$ cat src/hw/rtl/wpq_pkg.sv
// ----------------------------------------------------------------------------
// Weighted priority queue package
// Shared entry type, status and register codes, and controller/datapath links.
// ----------------------------------------------------------------------------
package wpq_pkg;

    typedef struct packed {
        logic [15:0] id;
        logic [15:0] prio;
        logic [31:0] tick;
    } t_entry;

    localparam logic [2:0] ST_QUEUED   = 3'd0;
    localparam logic [2:0] ST_OVERFLOW = 3'd1;
    localparam logic [2:0] ST_REJECTED = 3'd2;
    localparam logic [2:0] ST_DEQUEUED = 3'd3;
    localparam logic [2:0] ST_EMPTY    = 3'd4;

    localparam logic [2:0] CFG_W_SEV   = 3'd0;
    localparam logic [2:0] CFG_W_INF   = 3'd1;
    localparam logic [2:0] CFG_W_DIST  = 3'd2;
    localparam logic [2:0] CFG_W_TIME  = 3'd3;
    localparam logic [2:0] CFG_D_RECIP = 3'd4;
    localparam logic [2:0] CFG_T_RECIP = 3'd5;

    localparam logic [15:0] RST_W_SEV   = 16'd26214;
    localparam logic [15:0] RST_W_INF   = 16'd19661;
    localparam logic [15:0] RST_W_DIST  = 16'd9830;
    localparam logic [15:0] RST_W_TIME  = 16'd9830;
    localparam logic [15:0] RST_D_RECIP = 16'd1311;
    localparam logic [15:0] RST_T_RECIP = 16'd1165;

    localparam logic [2:0] CALC_LAST = 3'd5;
    localparam logic [4:0] DIV_LAST  = 5'd31;

    typedef struct packed {
        logic       load_in;
        logic       calc;
        logic       decide;
        logic       ins_new;
        logic       ins_step;
        logic       pool_wr;
        logic       deq_pop;
        logic       div_step;
        logic       promote;
        logic       out_load;
        logic [4:0] step;
        logic [2:0] status;
    } t_cmd;

    typedef struct packed {
        logic func;
        logic count_full;
        logic count_zero;
        logic spill_full;
        logic spill_zero;
        logic ins_done;
    } t_stat;

endpackage

$ cat src/hw/rtl/wpq_dp.sv
// ----------------------------------------------------------------------------
// Weighted priority queue datapath
// Priority arithmetic, sorted queue, overflow pool, modulo unit and outputs.
// ----------------------------------------------------------------------------
module wpq_dp #(
    parameter int QUEUE_DEPTH = 16,
    parameter int POOL_DEPTH  = 4
) (
    input  logic          i_clk,
    input  logic          i_rst_n,
    input  logic          i_cfg_we,
    input  logic [2:0]    i_cfg_idx,
    input  logic [15:0]   i_cfg_data,
    input  logic          i_func,
    input  logic [15:0]   i_requester_id,
    input  logic [15:0]   i_severity,
    input  logic [15:0]   i_influence,
    input  logic [15:0]   i_distance,
    input  logic [31:0]   i_arrival_tick,
    input  logic [15:0]   i_idle_ticks,
    input  wpq_pkg::t_cmd i_cmd,
    output wpq_pkg::t_stat o_stat,
    output logic [2:0]    o_status,
    output logic [15:0]   o_out_id,
    output logic [15:0]   o_out_priority,
    output logic [31:0]   o_out_tick,
    output logic [4:0]    o_queue_count,
    output logic [2:0]    o_pool_count
);
    import wpq_pkg::*;

    localparam int QIW = $clog2(QUEUE_DEPTH);
    localparam int QCW = $clog2(QUEUE_DEPTH + 1);
    localparam int PIW = (POOL_DEPTH > 1) ? $clog2(POOL_DEPTH) : 1;
    localparam int PCW = $clog2(POOL_DEPTH + 1);

    logic [15:0] r_w_sev, r_w_inf, r_w_dist, r_w_time, r_d_recip, r_t_recip;
    logic        r_func;
    logic [15:0] r_id, r_sev, r_inf, r_dist, r_idle;
    logic [31:0] r_tick;
    logic [16:0] r_near, r_tn;
    logic [34:0] r_acc;
    t_entry      r_q [QUEUE_DEPTH];
    t_entry      r_pool [POOL_DEPTH];
    logic [QCW-1:0] r_count;
    logic [PCW-1:0] r_spill;
    logic [31:0] r_total;
    logic [QIW-1:0] r_i;
    t_entry      r_ins;
    logic [31:0] r_dvd;
    logic [PCW-1:0] r_rem;
    logic [15:0] r_w_id, r_w_prio;
    logic [31:0] r_w_tick;
    logic [2:0]  r_o_status;
    logic [15:0] r_o_id, r_o_prio;
    logic [31:0] r_o_tick;
    logic [4:0]  r_o_qc;
    logic [2:0]  r_o_pc;

    logic [15:0] mul_a;
    logic [16:0] mul_b;
    logic [32:0] prod;
    logic [23:0] scaled;
    logic [16:0] near;
    logic [16:0] tn;
    logic [15:0] prio;
    t_entry      new_e;
    t_entry      prev_e;
    logic        goes_before;
    logic [PCW:0]   div_tmp;
    logic [PIW-1:0] k;
    logic [QIW-1:0] i_prev;

    always_comb begin
        case (i_cmd.step[2:0])
            3'd0: begin
                mul_a = r_dist;
                mul_b = {1'b0, r_d_recip};
            end
            3'd1: begin
                mul_a = r_idle;
                mul_b = {1'b0, r_t_recip};
            end
            3'd2: begin
                mul_a = r_w_sev;
                mul_b = {1'b0, r_sev};
            end
            3'd3: begin
                mul_a = r_w_inf;
                mul_b = {1'b0, r_inf};
            end
            3'd4: begin
                mul_a = r_w_dist;
                mul_b = r_near;
            end
            3'd5: begin
                mul_a = r_w_time;
                mul_b = r_tn;
            end
            default: begin
                mul_a = '0;
                mul_b = '0;
            end
        endcase
    end

    assign prod   = 33'(mul_a) * 33'(mul_b);
    assign scaled = prod[31:8];
    assign near   = (scaled[23:16] != 8'd0) ? 17'd0 : (17'h10000 - {1'b0, scaled[15:0]});
    assign tn     = (prod[32:8] > 25'h10000) ? 17'h10000 : prod[24:8];
    assign prio   = (r_acc[34:32] != 3'd0) ? 16'hFFFF : r_acc[31:16];

    assign new_e  = '{id: r_id, prio: prio, tick: r_tick};
    assign i_prev = r_i - QIW'(1);
    assign prev_e = r_q[i_prev];
    assign goes_before = (r_ins.prio[15:6] > prev_e.prio[15:6]) ||
                         ((r_ins.prio[15:6] == prev_e.prio[15:6]) &&
                          (r_ins.tick < prev_e.tick));

    assign div_tmp = {r_rem, r_dvd[31]};
    assign k       = r_rem[PIW-1:0];

    assign o_stat.func       = r_func;
    assign o_stat.count_full = (r_count == QCW'(QUEUE_DEPTH));
    assign o_stat.count_zero = (r_count == '0);
    assign o_stat.spill_full = (r_spill == PCW'(POOL_DEPTH));
    assign o_stat.spill_zero = (r_spill == '0);
    assign o_stat.ins_done   = (r_i == '0) || !goes_before;

    always_ff @(posedge i_clk) begin
        if (!i_rst_n) begin
            r_w_sev   <= RST_W_SEV;
            r_w_inf   <= RST_W_INF;
            r_w_dist  <= RST_W_DIST;
            r_w_time  <= RST_W_TIME;
            r_d_recip <= RST_D_RECIP;
            r_t_recip <= RST_T_RECIP;
        end else if (i_cfg_we) begin
            case (i_cfg_idx)
                CFG_W_SEV:   r_w_sev   <= i_cfg_data;
                CFG_W_INF:   r_w_inf   <= i_cfg_data;
                CFG_W_DIST:  r_w_dist  <= i_cfg_data;
                CFG_W_TIME:  r_w_time  <= i_cfg_data;
                CFG_D_RECIP: r_d_recip <= i_cfg_data;
                CFG_T_RECIP: r_t_recip <= i_cfg_data;
                default: ;
            endcase
        end
    end

    always_ff @(posedge i_clk) begin
        if (!i_rst_n) begin
            r_count <= '0;
            r_spill <= '0;
            r_total <= '0;
        end else begin
            if (i_cmd.ins_step && o_stat.ins_done) begin
                r_count <= r_count + QCW'(1);
            end
            if (i_cmd.deq_pop) begin
                r_count <= r_count - QCW'(1);
                r_total <= r_total + 32'd1;
            end
            if (i_cmd.pool_wr) begin
                r_spill <= r_spill + PCW'(1);
            end
            if (i_cmd.promote) begin
                r_spill <= r_spill - PCW'(1);
            end
        end
    end

    always_ff @(posedge i_clk) begin
        if (i_cmd.load_in) begin
            r_func   <= i_func;
            r_id     <= i_requester_id;
            r_sev    <= i_severity;
            r_inf    <= i_influence;
            r_dist   <= i_distance;
            r_tick   <= i_arrival_tick;
            r_idle   <= i_idle_ticks;
            r_w_id   <= '0;
            r_w_prio <= '0;
            r_w_tick <= '0;
        end
        if (i_cmd.calc) begin
            case (i_cmd.step[2:0])
                3'd0:    r_near <= near;
                3'd1:    r_tn   <= tn;
                3'd2:    r_acc  <= 35'(prod);
                default: r_acc  <= r_acc + 35'(prod);
            endcase
        end
        if (i_cmd.decide) begin
            r_w_prio <= prio;
        end
        if (i_cmd.ins_new) begin
            r_ins <= new_e;
            r_i   <= r_count[QIW-1:0];
        end
        if (i_cmd.promote) begin
            r_ins <= r_pool[k];
            r_i   <= r_count[QIW-1:0];
        end
        if (i_cmd.ins_step) begin
            if (o_stat.ins_done) begin
                r_q[r_i] <= r_ins;
            end else begin
                r_q[r_i] <= prev_e;
                r_i      <= i_prev;
            end
        end
        if (i_cmd.deq_pop) begin
            r_w_id   <= r_q[0].id;
            r_w_prio <= r_q[0].prio;
            r_w_tick <= r_q[0].tick;
            for (int j = 0; j < QUEUE_DEPTH - 1; j++) begin
                r_q[j] <= r_q[j + 1];
            end
            r_dvd <= r_total + 32'd1;
            r_rem <= '0;
        end
        if (i_cmd.div_step) begin
            r_dvd <= {r_dvd[30:0], 1'b0};
            if (div_tmp >= {1'b0, r_spill}) begin
                r_rem <= PCW'(div_tmp - {1'b0, r_spill});
            end else begin
                r_rem <= div_tmp[PCW-1:0];
            end
        end
        if (i_cmd.pool_wr) begin
            r_pool[r_spill[PIW-1:0]] <= new_e;
        end
        if (i_cmd.promote) begin
            for (int j = 0; j < POOL_DEPTH - 1; j++) begin
                if (PIW'(j) >= k) begin
                    r_pool[j] <= r_pool[j + 1];
                end
            end
        end
        if (i_cmd.out_load) begin
            r_o_status <= i_cmd.status;
            r_o_id     <= r_w_id;
            r_o_prio   <= r_w_prio;
            r_o_tick   <= r_w_tick;
            r_o_qc     <= 5'(r_count);
            r_o_pc     <= 3'(r_spill);
        end
    end

    assign o_status       = r_o_status;
    assign o_out_id       = r_o_id;
    assign o_out_priority = r_o_prio;
    assign o_out_tick     = r_o_tick;
    assign o_queue_count  = r_o_qc;
    assign o_pool_count   = r_o_pc;

    a_count_range: assert property (@(posedge i_clk) disable iff (!i_rst_n)
        r_count <= QCW'(QUEUE_DEPTH))
        else $error("Queue count exceeds depth.");

    a_spill_range: assert property (@(posedge i_clk) disable iff (!i_rst_n)
        r_spill <= PCW'(POOL_DEPTH))
        else $error("Pool count exceeds depth.");

    a_pop_count: assert property (@(posedge i_clk) disable iff (!i_rst_n)
        i_cmd.deq_pop |=> r_count == $past(r_count) - QCW'(1))
        else $error("Pop did not remove exactly one entry.");

endmodule

$ cat src/hw/rtl/wpq_ctrl.sv
// ----------------------------------------------------------------------------
// Weighted priority queue controller
// Sequences priority steps, insertion, pop, modulo and promotion per word.
// ----------------------------------------------------------------------------
module wpq_ctrl (
    input  logic           i_clk,
    input  logic           i_rst_n,
    input  logic           i_in_valid,
    output logic           o_in_ready,
    output logic           o_out_valid,
    input  logic           i_out_ready,
    input  wpq_pkg::t_stat i_stat,
    output wpq_pkg::t_cmd  o_cmd
);
    import wpq_pkg::*;

    typedef enum logic [7:0] {
        S_IDLE   = 8'b0000_0001,
        S_CALC   = 8'b0000_0010,
        S_DECIDE = 8'b0000_0100,
        S_INS    = 8'b0000_1000,
        S_DEQ    = 8'b0001_0000,
        S_DIV    = 8'b0010_0000,
        S_PROM   = 8'b0100_0000,
        S_DONE   = 8'b1000_0000
    } t_state;

    t_state     r_state, n_state;
    logic [4:0] r_step, n_step;
    logic [2:0] r_status, n_status;
    logic       r_out_valid, n_out_valid;
    logic       out_free;

    assign o_in_ready  = (r_state == S_IDLE);
    assign o_out_valid = r_out_valid;
    assign out_free    = !r_out_valid || i_out_ready;

    always_comb begin
        n_state     = r_state;
        n_step      = r_step;
        n_status    = r_status;
        n_out_valid = r_out_valid && !i_out_ready;
        o_cmd       = '0;
        o_cmd.step  = r_step;
        o_cmd.status = r_status;
        case (r_state)
            S_IDLE: begin
                if (i_in_valid) begin
                    o_cmd.load_in = 1'b1;
                    n_step        = '0;
                    n_state       = S_DEQ;
                end
            end
            S_DEQ: begin
                if (!i_stat.func) begin
                    n_state = S_CALC;
                end else if (i_stat.count_zero) begin
                    n_status = ST_EMPTY;
                    n_state  = S_DONE;
                end else begin
                    o_cmd.deq_pop = 1'b1;
                    n_status      = ST_DEQUEUED;
                    n_state       = i_stat.spill_zero ? S_DONE : S_DIV;
                end
            end
            S_CALC: begin
                o_cmd.calc = 1'b1;
                n_step     = r_step + 5'd1;
                if (r_step[2:0] == CALC_LAST) begin
                    n_state = S_DECIDE;
                end
            end
            S_DECIDE: begin
                o_cmd.decide = 1'b1;
                if (!i_stat.count_full) begin
                    o_cmd.ins_new = 1'b1;
                    n_status      = ST_QUEUED;
                    n_state       = S_INS;
                end else if (!i_stat.spill_full) begin
                    o_cmd.pool_wr = 1'b1;
                    n_status      = ST_OVERFLOW;
                    n_state       = S_DONE;
                end else begin
                    n_status = ST_REJECTED;
                    n_state  = S_DONE;
                end
            end
            S_INS: begin
                o_cmd.ins_step = 1'b1;
                if (i_stat.ins_done) begin
                    n_state = S_DONE;
                end
            end
            S_DIV: begin
                o_cmd.div_step = 1'b1;
                n_step         = r_step + 5'd1;
                if (r_step == DIV_LAST) begin
                    n_state = S_PROM;
                end
            end
            S_PROM: begin
                o_cmd.promote = 1'b1;
                n_state       = S_INS;
            end
            S_DONE: begin
                if (out_free) begin
                    o_cmd.out_load = 1'b1;
                    n_out_valid    = 1'b1;
                    n_state        = S_IDLE;
                end
            end
            default: begin
                n_state = S_IDLE;
            end
        endcase
    end

    always_ff @(posedge i_clk) begin
        if (!i_rst_n) begin
            r_state     <= S_IDLE;
            r_step      <= '0;
            r_status    <= ST_QUEUED;
            r_out_valid <= 1'b0;
        end else begin
            r_state     <= n_state;
            r_step      <= n_step;
            r_status    <= n_status;
            r_out_valid <= n_out_valid;
        end
    end

    a_no_overwrite: assert property (@(posedge i_clk) disable iff (!i_rst_n)
        o_cmd.out_load |-> (!r_out_valid || i_out_ready))
        else $error("Result loaded over an unread word.");

    a_busy_after_accept: assert property (@(posedge i_clk) disable iff (!i_rst_n)
        (i_in_valid && o_in_ready) |=> !o_in_ready)
        else $error("Controller did not leave idle after accepting a word.");

endmodule

$ cat src/hw/rtl/weighted_priority_queue_with_overflow_top.sv
// ----------------------------------------------------------------------------
// Weighted priority queue with overflow pool
// Channel   Direction  Handshake                  Contents
// input     in         i_in_valid / o_in_ready    request word (func and fields)
// output    out        o_out_valid / i_out_ready  result word (status and fields)
// config    in         i_cfg_we                   weights and reciprocals
//
// An enqueue that overflows or is rejected passes a dispatch state, six steps of one
// shared multiplier and a decision state; a queued one then makes one sorted-queue
// shift per cycle until its slot is found. A dequeue pops the head and, if the pool
// is not empty, runs the 32-step modulo and reinserts the promoted entry.
// Reset is synchronous and active low and clears counts and the controller.
// A held output word stalls the final handoff, and no new word is taken meanwhile.
// ----------------------------------------------------------------------------
module weighted_priority_queue_with_overflow_top #(
    parameter int QUEUE_DEPTH = 16,
    parameter int POOL_DEPTH  = 4
) (
    input  logic        i_clk,
    input  logic        i_rst_n,
    input  logic        i_cfg_we,
    input  logic [2:0]  i_cfg_idx,
    input  logic [15:0] i_cfg_data,
    input  logic        i_in_valid,
    output logic        o_in_ready,
    input  logic        i_func,
    input  logic [15:0] i_requester_id,
    input  logic [15:0] i_severity,
    input  logic [15:0] i_influence,
    input  logic [15:0] i_distance,
    input  logic [31:0] i_arrival_tick,
    input  logic [15:0] i_idle_ticks,
    output logic        o_out_valid,
    input  logic        i_out_ready,
    output logic [2:0]  o_status,
    output logic [15:0] o_out_id,
    output logic [15:0] o_out_priority,
    output logic [31:0] o_out_tick,
    output logic [4:0]  o_queue_count,
    output logic [2:0]  o_pool_count
);
    import wpq_pkg::*;

    t_cmd  cmd;
    t_stat stat;

    wpq_ctrl u_ctrl (
        .i_clk       (i_clk),
        .i_rst_n     (i_rst_n),
        .i_in_valid  (i_in_valid),
        .o_in_ready  (o_in_ready),
        .o_out_valid (o_out_valid),
        .i_out_ready (i_out_ready),
        .i_stat      (stat),
        .o_cmd       (cmd)
    );

    wpq_dp #(
        .QUEUE_DEPTH (QUEUE_DEPTH),
        .POOL_DEPTH  (POOL_DEPTH)
    ) u_dp (
        .i_clk          (i_clk),
        .i_rst_n        (i_rst_n),
        .i_cfg_we       (i_cfg_we),
        .i_cfg_idx      (i_cfg_idx),
        .i_cfg_data     (i_cfg_data),
        .i_func         (i_func),
        .i_requester_id (i_requester_id),
        .i_severity     (i_severity),
        .i_influence    (i_influence),
        .i_distance     (i_distance),
        .i_arrival_tick (i_arrival_tick),
        .i_idle_ticks   (i_idle_ticks),
        .i_cmd          (cmd),
        .o_stat         (stat),
        .o_status       (o_status),
        .o_out_id       (o_out_id),
        .o_out_priority (o_out_priority),
        .o_out_tick     (o_out_tick),
        .o_queue_count  (o_queue_count),
        .o_pool_count   (o_pool_count)
    );

endmodule
$ cat config.mk
export PLATFORM = sky130hd
export DESIGN_NAME = weighted_priority_queue_with_overflow_top
export DESIGN_NICKNAME = d
export VERILOG_FILES = /design/src/hw/rtl/wpq_pkg.sv /design/src/hw/rtl/wpq_dp.sv /design/src/hw/rtl/wpq_ctrl.sv /design/src/hw/rtl/weighted_priority_queue_with_overflow_top.sv
export SDC_FILE = /design/constraint.sdc
export NUM_CORES = 2
export LEC_CHECK = 0
export BUFFER_PORTS_ARGS = -buffer_cell sky130_fd_sc_hd__buf_4
export CAP_MARGIN = 20
export CORE_MARGIN = 2
export CORE_UTILIZATION = 40
export CTS_CLUSTER_SIZE = 20
export DETAILED_ROUTE_END_ITERATION = 10
export GPL_ROUTABILITY_DRIVEN = 0
export PLACE_DENSITY = 0.54
export SLEW_MARGIN = 25
export SYNTH_ARGS = -nofsm -noshare
export SYNTH_HDL_FRONTEND = slang
export SYNTH_SLANG_ARGS = --single-unit
$ cat constraint.sdc
create_clock -name i_clk -period 10.1 [get_ports i_clk]
set_input_delay 2.02 -clock i_clk [delete_from_list [all_inputs] [get_ports i_clk]]
set_output_delay 2.02 -clock i_clk [all_outputs]
set_load 0.01 [all_outputs]
==> results.sh <==
export IMPL_synth_edf_count=1699
export IMPL_fin_cells=10400
export IMPL_syn_nets=7392
export IMPL_cp_arrival_ns=10.15
export IMPL_first_global_vias=60700
export IMPL_drt_iter0_markers=5029
export IMPL_core_area_um2=235000
export IMPL_critPathKind="flop to flop"
export IMPL_start_util_pct=40.1
export IMPL_grt_pass1_wl_um=399000
export IMPL_yosys_area_top_type="edfxtp_1"
export IMPL_drive_gt1_share_pct=20.6
export IMPL_slew_violations=0
export IMPL_max_slew_margin_pct=27.3
export IMPL_hpwl_um=171000
export IMPL_placed_cell_area_um2=101000
export IMPL_die_area_um2=239000
export IMPL_finalSetupViolations=0
export IMPL_syn_area_per_cell_um2=13.8
export IMPL_num_rows=178
export IMPL_nNetsFinal=7662
export IMPL_fillers=21000
export IMPL_grtUsageTotal_pct=22.4
export IMPL_fmax_ghz=0.105
export IMPL_antenna_found_initial=11
export IMPL_synth_commonest_cells="edfxtp_1 (1699), o21a_1 (969), nand2_1 (702), mux4_2 (384), inv_1 (371)"
export IMPL_clock_path_buffers=3
export IMPL_die_x_um=489
export IMPL_syn_inst=6843
export IMPL_path_max_fanout=19
export IMPL_worstMarginPinSlew_ns=1.08
export IMPL_synth_most_common_cell="edfxtp_1"
export IMPL_die_y_um=489
export IMPL_whs_path_depth=0
export IMPL_final_min_clock_period_ns=9.55
export IMPL_placed_cells=10100
export IMPL_synth_area_leaders="edfxtp_1 (54%), mux4_2 (9.2%), o21a_1 (7.7%), fa_1 (4.5%), dfxtp_1 (3.4%)"
export IMPL_period_share_pct=94.6
export IMPL_post_route_util_pct=45.8
export IMPL_grt_max_degree=184
export IMPL_slowest_stage="fa_1"
export IMPL_portBuffers=213
export IMPL_clock_sinks=1859
export IMPL_synth_main_ff_cell="edfxtp_1"
export IMPL_h_tree_depth=4
export IMPL_ys_warn_count=0
export IMPL_hold_violations=0
export IMPL_hold_class="flop to flop"
export IMPL_ys_seq_elements=1859
export IMPL_wl_per_cell_um=25.7
export IMPL_ctsHoldBuffers=0
export IMPL_clock_skew_ns=0.0556
export IMPL_worstPathRequired_ns=10.70
export IMPL_num_io_pins=214
export IMPL_ys_async_sr_fraction_pct=0
export IMPL_rsz0062_at_grt="no"
export IMPL_ant_nets=0
export IMPL_synth_distinct_cells=73
export IMPL_dr_pass1_iters=7
export IMPL_vias=58800
export IMPL_setup_tns_ns=0
export IMPL_cts_root_buffer="clkbuf_16"
export IMPL_via_per_inst=5.64
export IMPL_drv_cap=0
export IMPL_syn_to_final_growth_pct=14.1
export IMPL_slowest_delay_ns=0.53
export IMPL_crit_top_cell="fa_1"
export IMPL_worst_setup_path_end_kind="flop"
export IMPL_synth_top_area_share_pct=54.2
export IMPL_cts_tree="yes"
export IMPL_seq_area_frac_synth_pct=57.6
export IMPL_remaining_drc_errors=0
export IMPL_path_clk_slew_ns=0.06
export IMPL_netlist_area_um2=94200
export IMPL_clk_insertion_delay_late_ns=0.88
export IMPL_gr_total_overflow=0
export IMPL_status="finished, final reports clean"
export IMPL_final_area_um2=108000
export IMPL_startpoint_type="flop"
export IMPL_drt_total_wl_um=268000
export IMPL_reg2reg_depth=41
export IMPL_numCtsBuffers=202
## worst max-delay path, delay by kind of cell, from the launching register on
| family | cells | cell delay (ns) |
|---|---|---|
| AOI/OAI and AO/OA | 13 | 2.93 |
| DFF | 1 | 0.36 |
| buffers and inverters | 11 | 1.26 |
| xor gates and xnor gates | 2 | 0.39 |
| and+or+nand+nor | 5 | 0.35 |
| adders and majority gates | 10 | 3.93 |
## cell type report
| class | count | area, um2 | area share, % |
|---|---|---|---|
| Antenna cell | 3 | 7.51 | 0.00698 |
| Inverter | 371 | 1400 | 1.30 |
| Tap cell | 3150 | 3940 | 3.67 |
| Timing Repair Buffer | 497 | 3960 | 3.68 |
| Sequential cell | 1859 | 54200 | 50.5 |
| Multi-Input combinational cell | 4182 | 37200 | 34.6 |
| Clock buffer | 255 | 5460 | 5.08 |
| Clock inverter | 122 | 1250 | 1.16 |
## final timing paths
check	from	to	slack, ns
worst min register to register	u_dp.r_w_tick[27]$_SDFFCE_PN0P_	u_dp.o_out_tick[27]$_DFFE_PP_	0.42
worst max-delay path	u_ctrl.r_step[0]$_SDFFE_PN0P_	u_dp.r_acc[33]$_SDFFCE_PN0P_	0.55
worst min-delay path	u_dp.r_w_tick[27]$_SDFFCE_PN0P_	u_dp.o_out_tick[27]$_DFFE_PP_	0.42
worst max register to register	u_ctrl.r_step[0]$_SDFFE_PN0P_	u_dp.r_acc[33]$_SDFFCE_PN0P_	0.55
## stage by stage
stage          worst slack (ns)  hold WS [ns]
2_1_floorplan             0.484         0.400
3_3_place_gp              0.196         0.401
3_5_place_dp             0.0638         0.405
4_1_cts                   0.135         0.418
5_1_grt                  0.0148         0.424
6_report                  0.549         0.417
## metal layers
metal	global-route usage [%]	vias to the layer above	routed length, um
met5	0	-	0
met4	7.85	0	9680
met3	3.14	437	15200
met2	36.4	1822	128000
met1	30.7	30600	115000
li1	-	26000	-
## repair_timing
item,4_1_cts,5_1_grt
endpoints found under the setup margin,1,7
buffers inserted,0,4
pin swaps,0,4
resized for setup,1,21
## flip-flops by register name (all words and copies together) (netlist names), 17 cells and up, named ones only
| signal | cells |
|---|---|
| u_dp.r_tick | 32 |
| u_dp.r_ins | 64 |
| u_dp.r_w_tick | 32 |
| u_dp.r_tn | 17 |
| u_dp.r_pool | 256 |
| u_dp.r_acc | 35 |
| u_dp.o_out_tick | 32 |
| u_dp.r_near | 17 |
| u_dp.r_dvd | 32 |
| u_dp.r_q | 1024 |
| u_dp.r_total | 32 |
## logic make-up (layout without fill, tap and decap cells)
| group | Yosys count | in the layout | share of synthesized area (%) |
|---|---|---|---|
| flip-flops | 1859 | 1859 | 57.6 |
| multiplexers | 643 | 643 | 12.3 |
| other | 0 | 3 | 0 |
| XOR/XNOR | 126 | 126 | 1.17 |
| AND/OR/NAND/NOR | 1445 | 1445 | 6.81 |
| buffers and inverters | 802 | 1245 | 3.30 |
| AO/OA/AOI/OAI | 1556 | 1556 | 11.7 |
| adder cells (fa/ha/maj) | 412 | 412 | 7.16 |
## cells in the final DEF (no fill, tap or decap), types with 199 or more instances in the layout
| cell | Yosys | routed |
|---|---|---|
| buf_4 | 0 | 478 |
| clkbuf_16 | 0 | 206 |
| edfxtp_1 | 1699 | 1699 |
| fa_1 | 212 | 212 |
| ha_1 | 200 | 199 |
| inv_1 | 371 | 368 |
| mux2_2 | 251 | 251 |
| mux4_2 | 384 | 384 |
| nand2_1 | 702 | 685 |
| nor2_1 | 298 | 292 |
| o21a_1 | 969 | 969 |
Power is left out: the tool's default activity adds up to more than one toggle a clock period on the data nets, which glitch-free logic cannot reach.
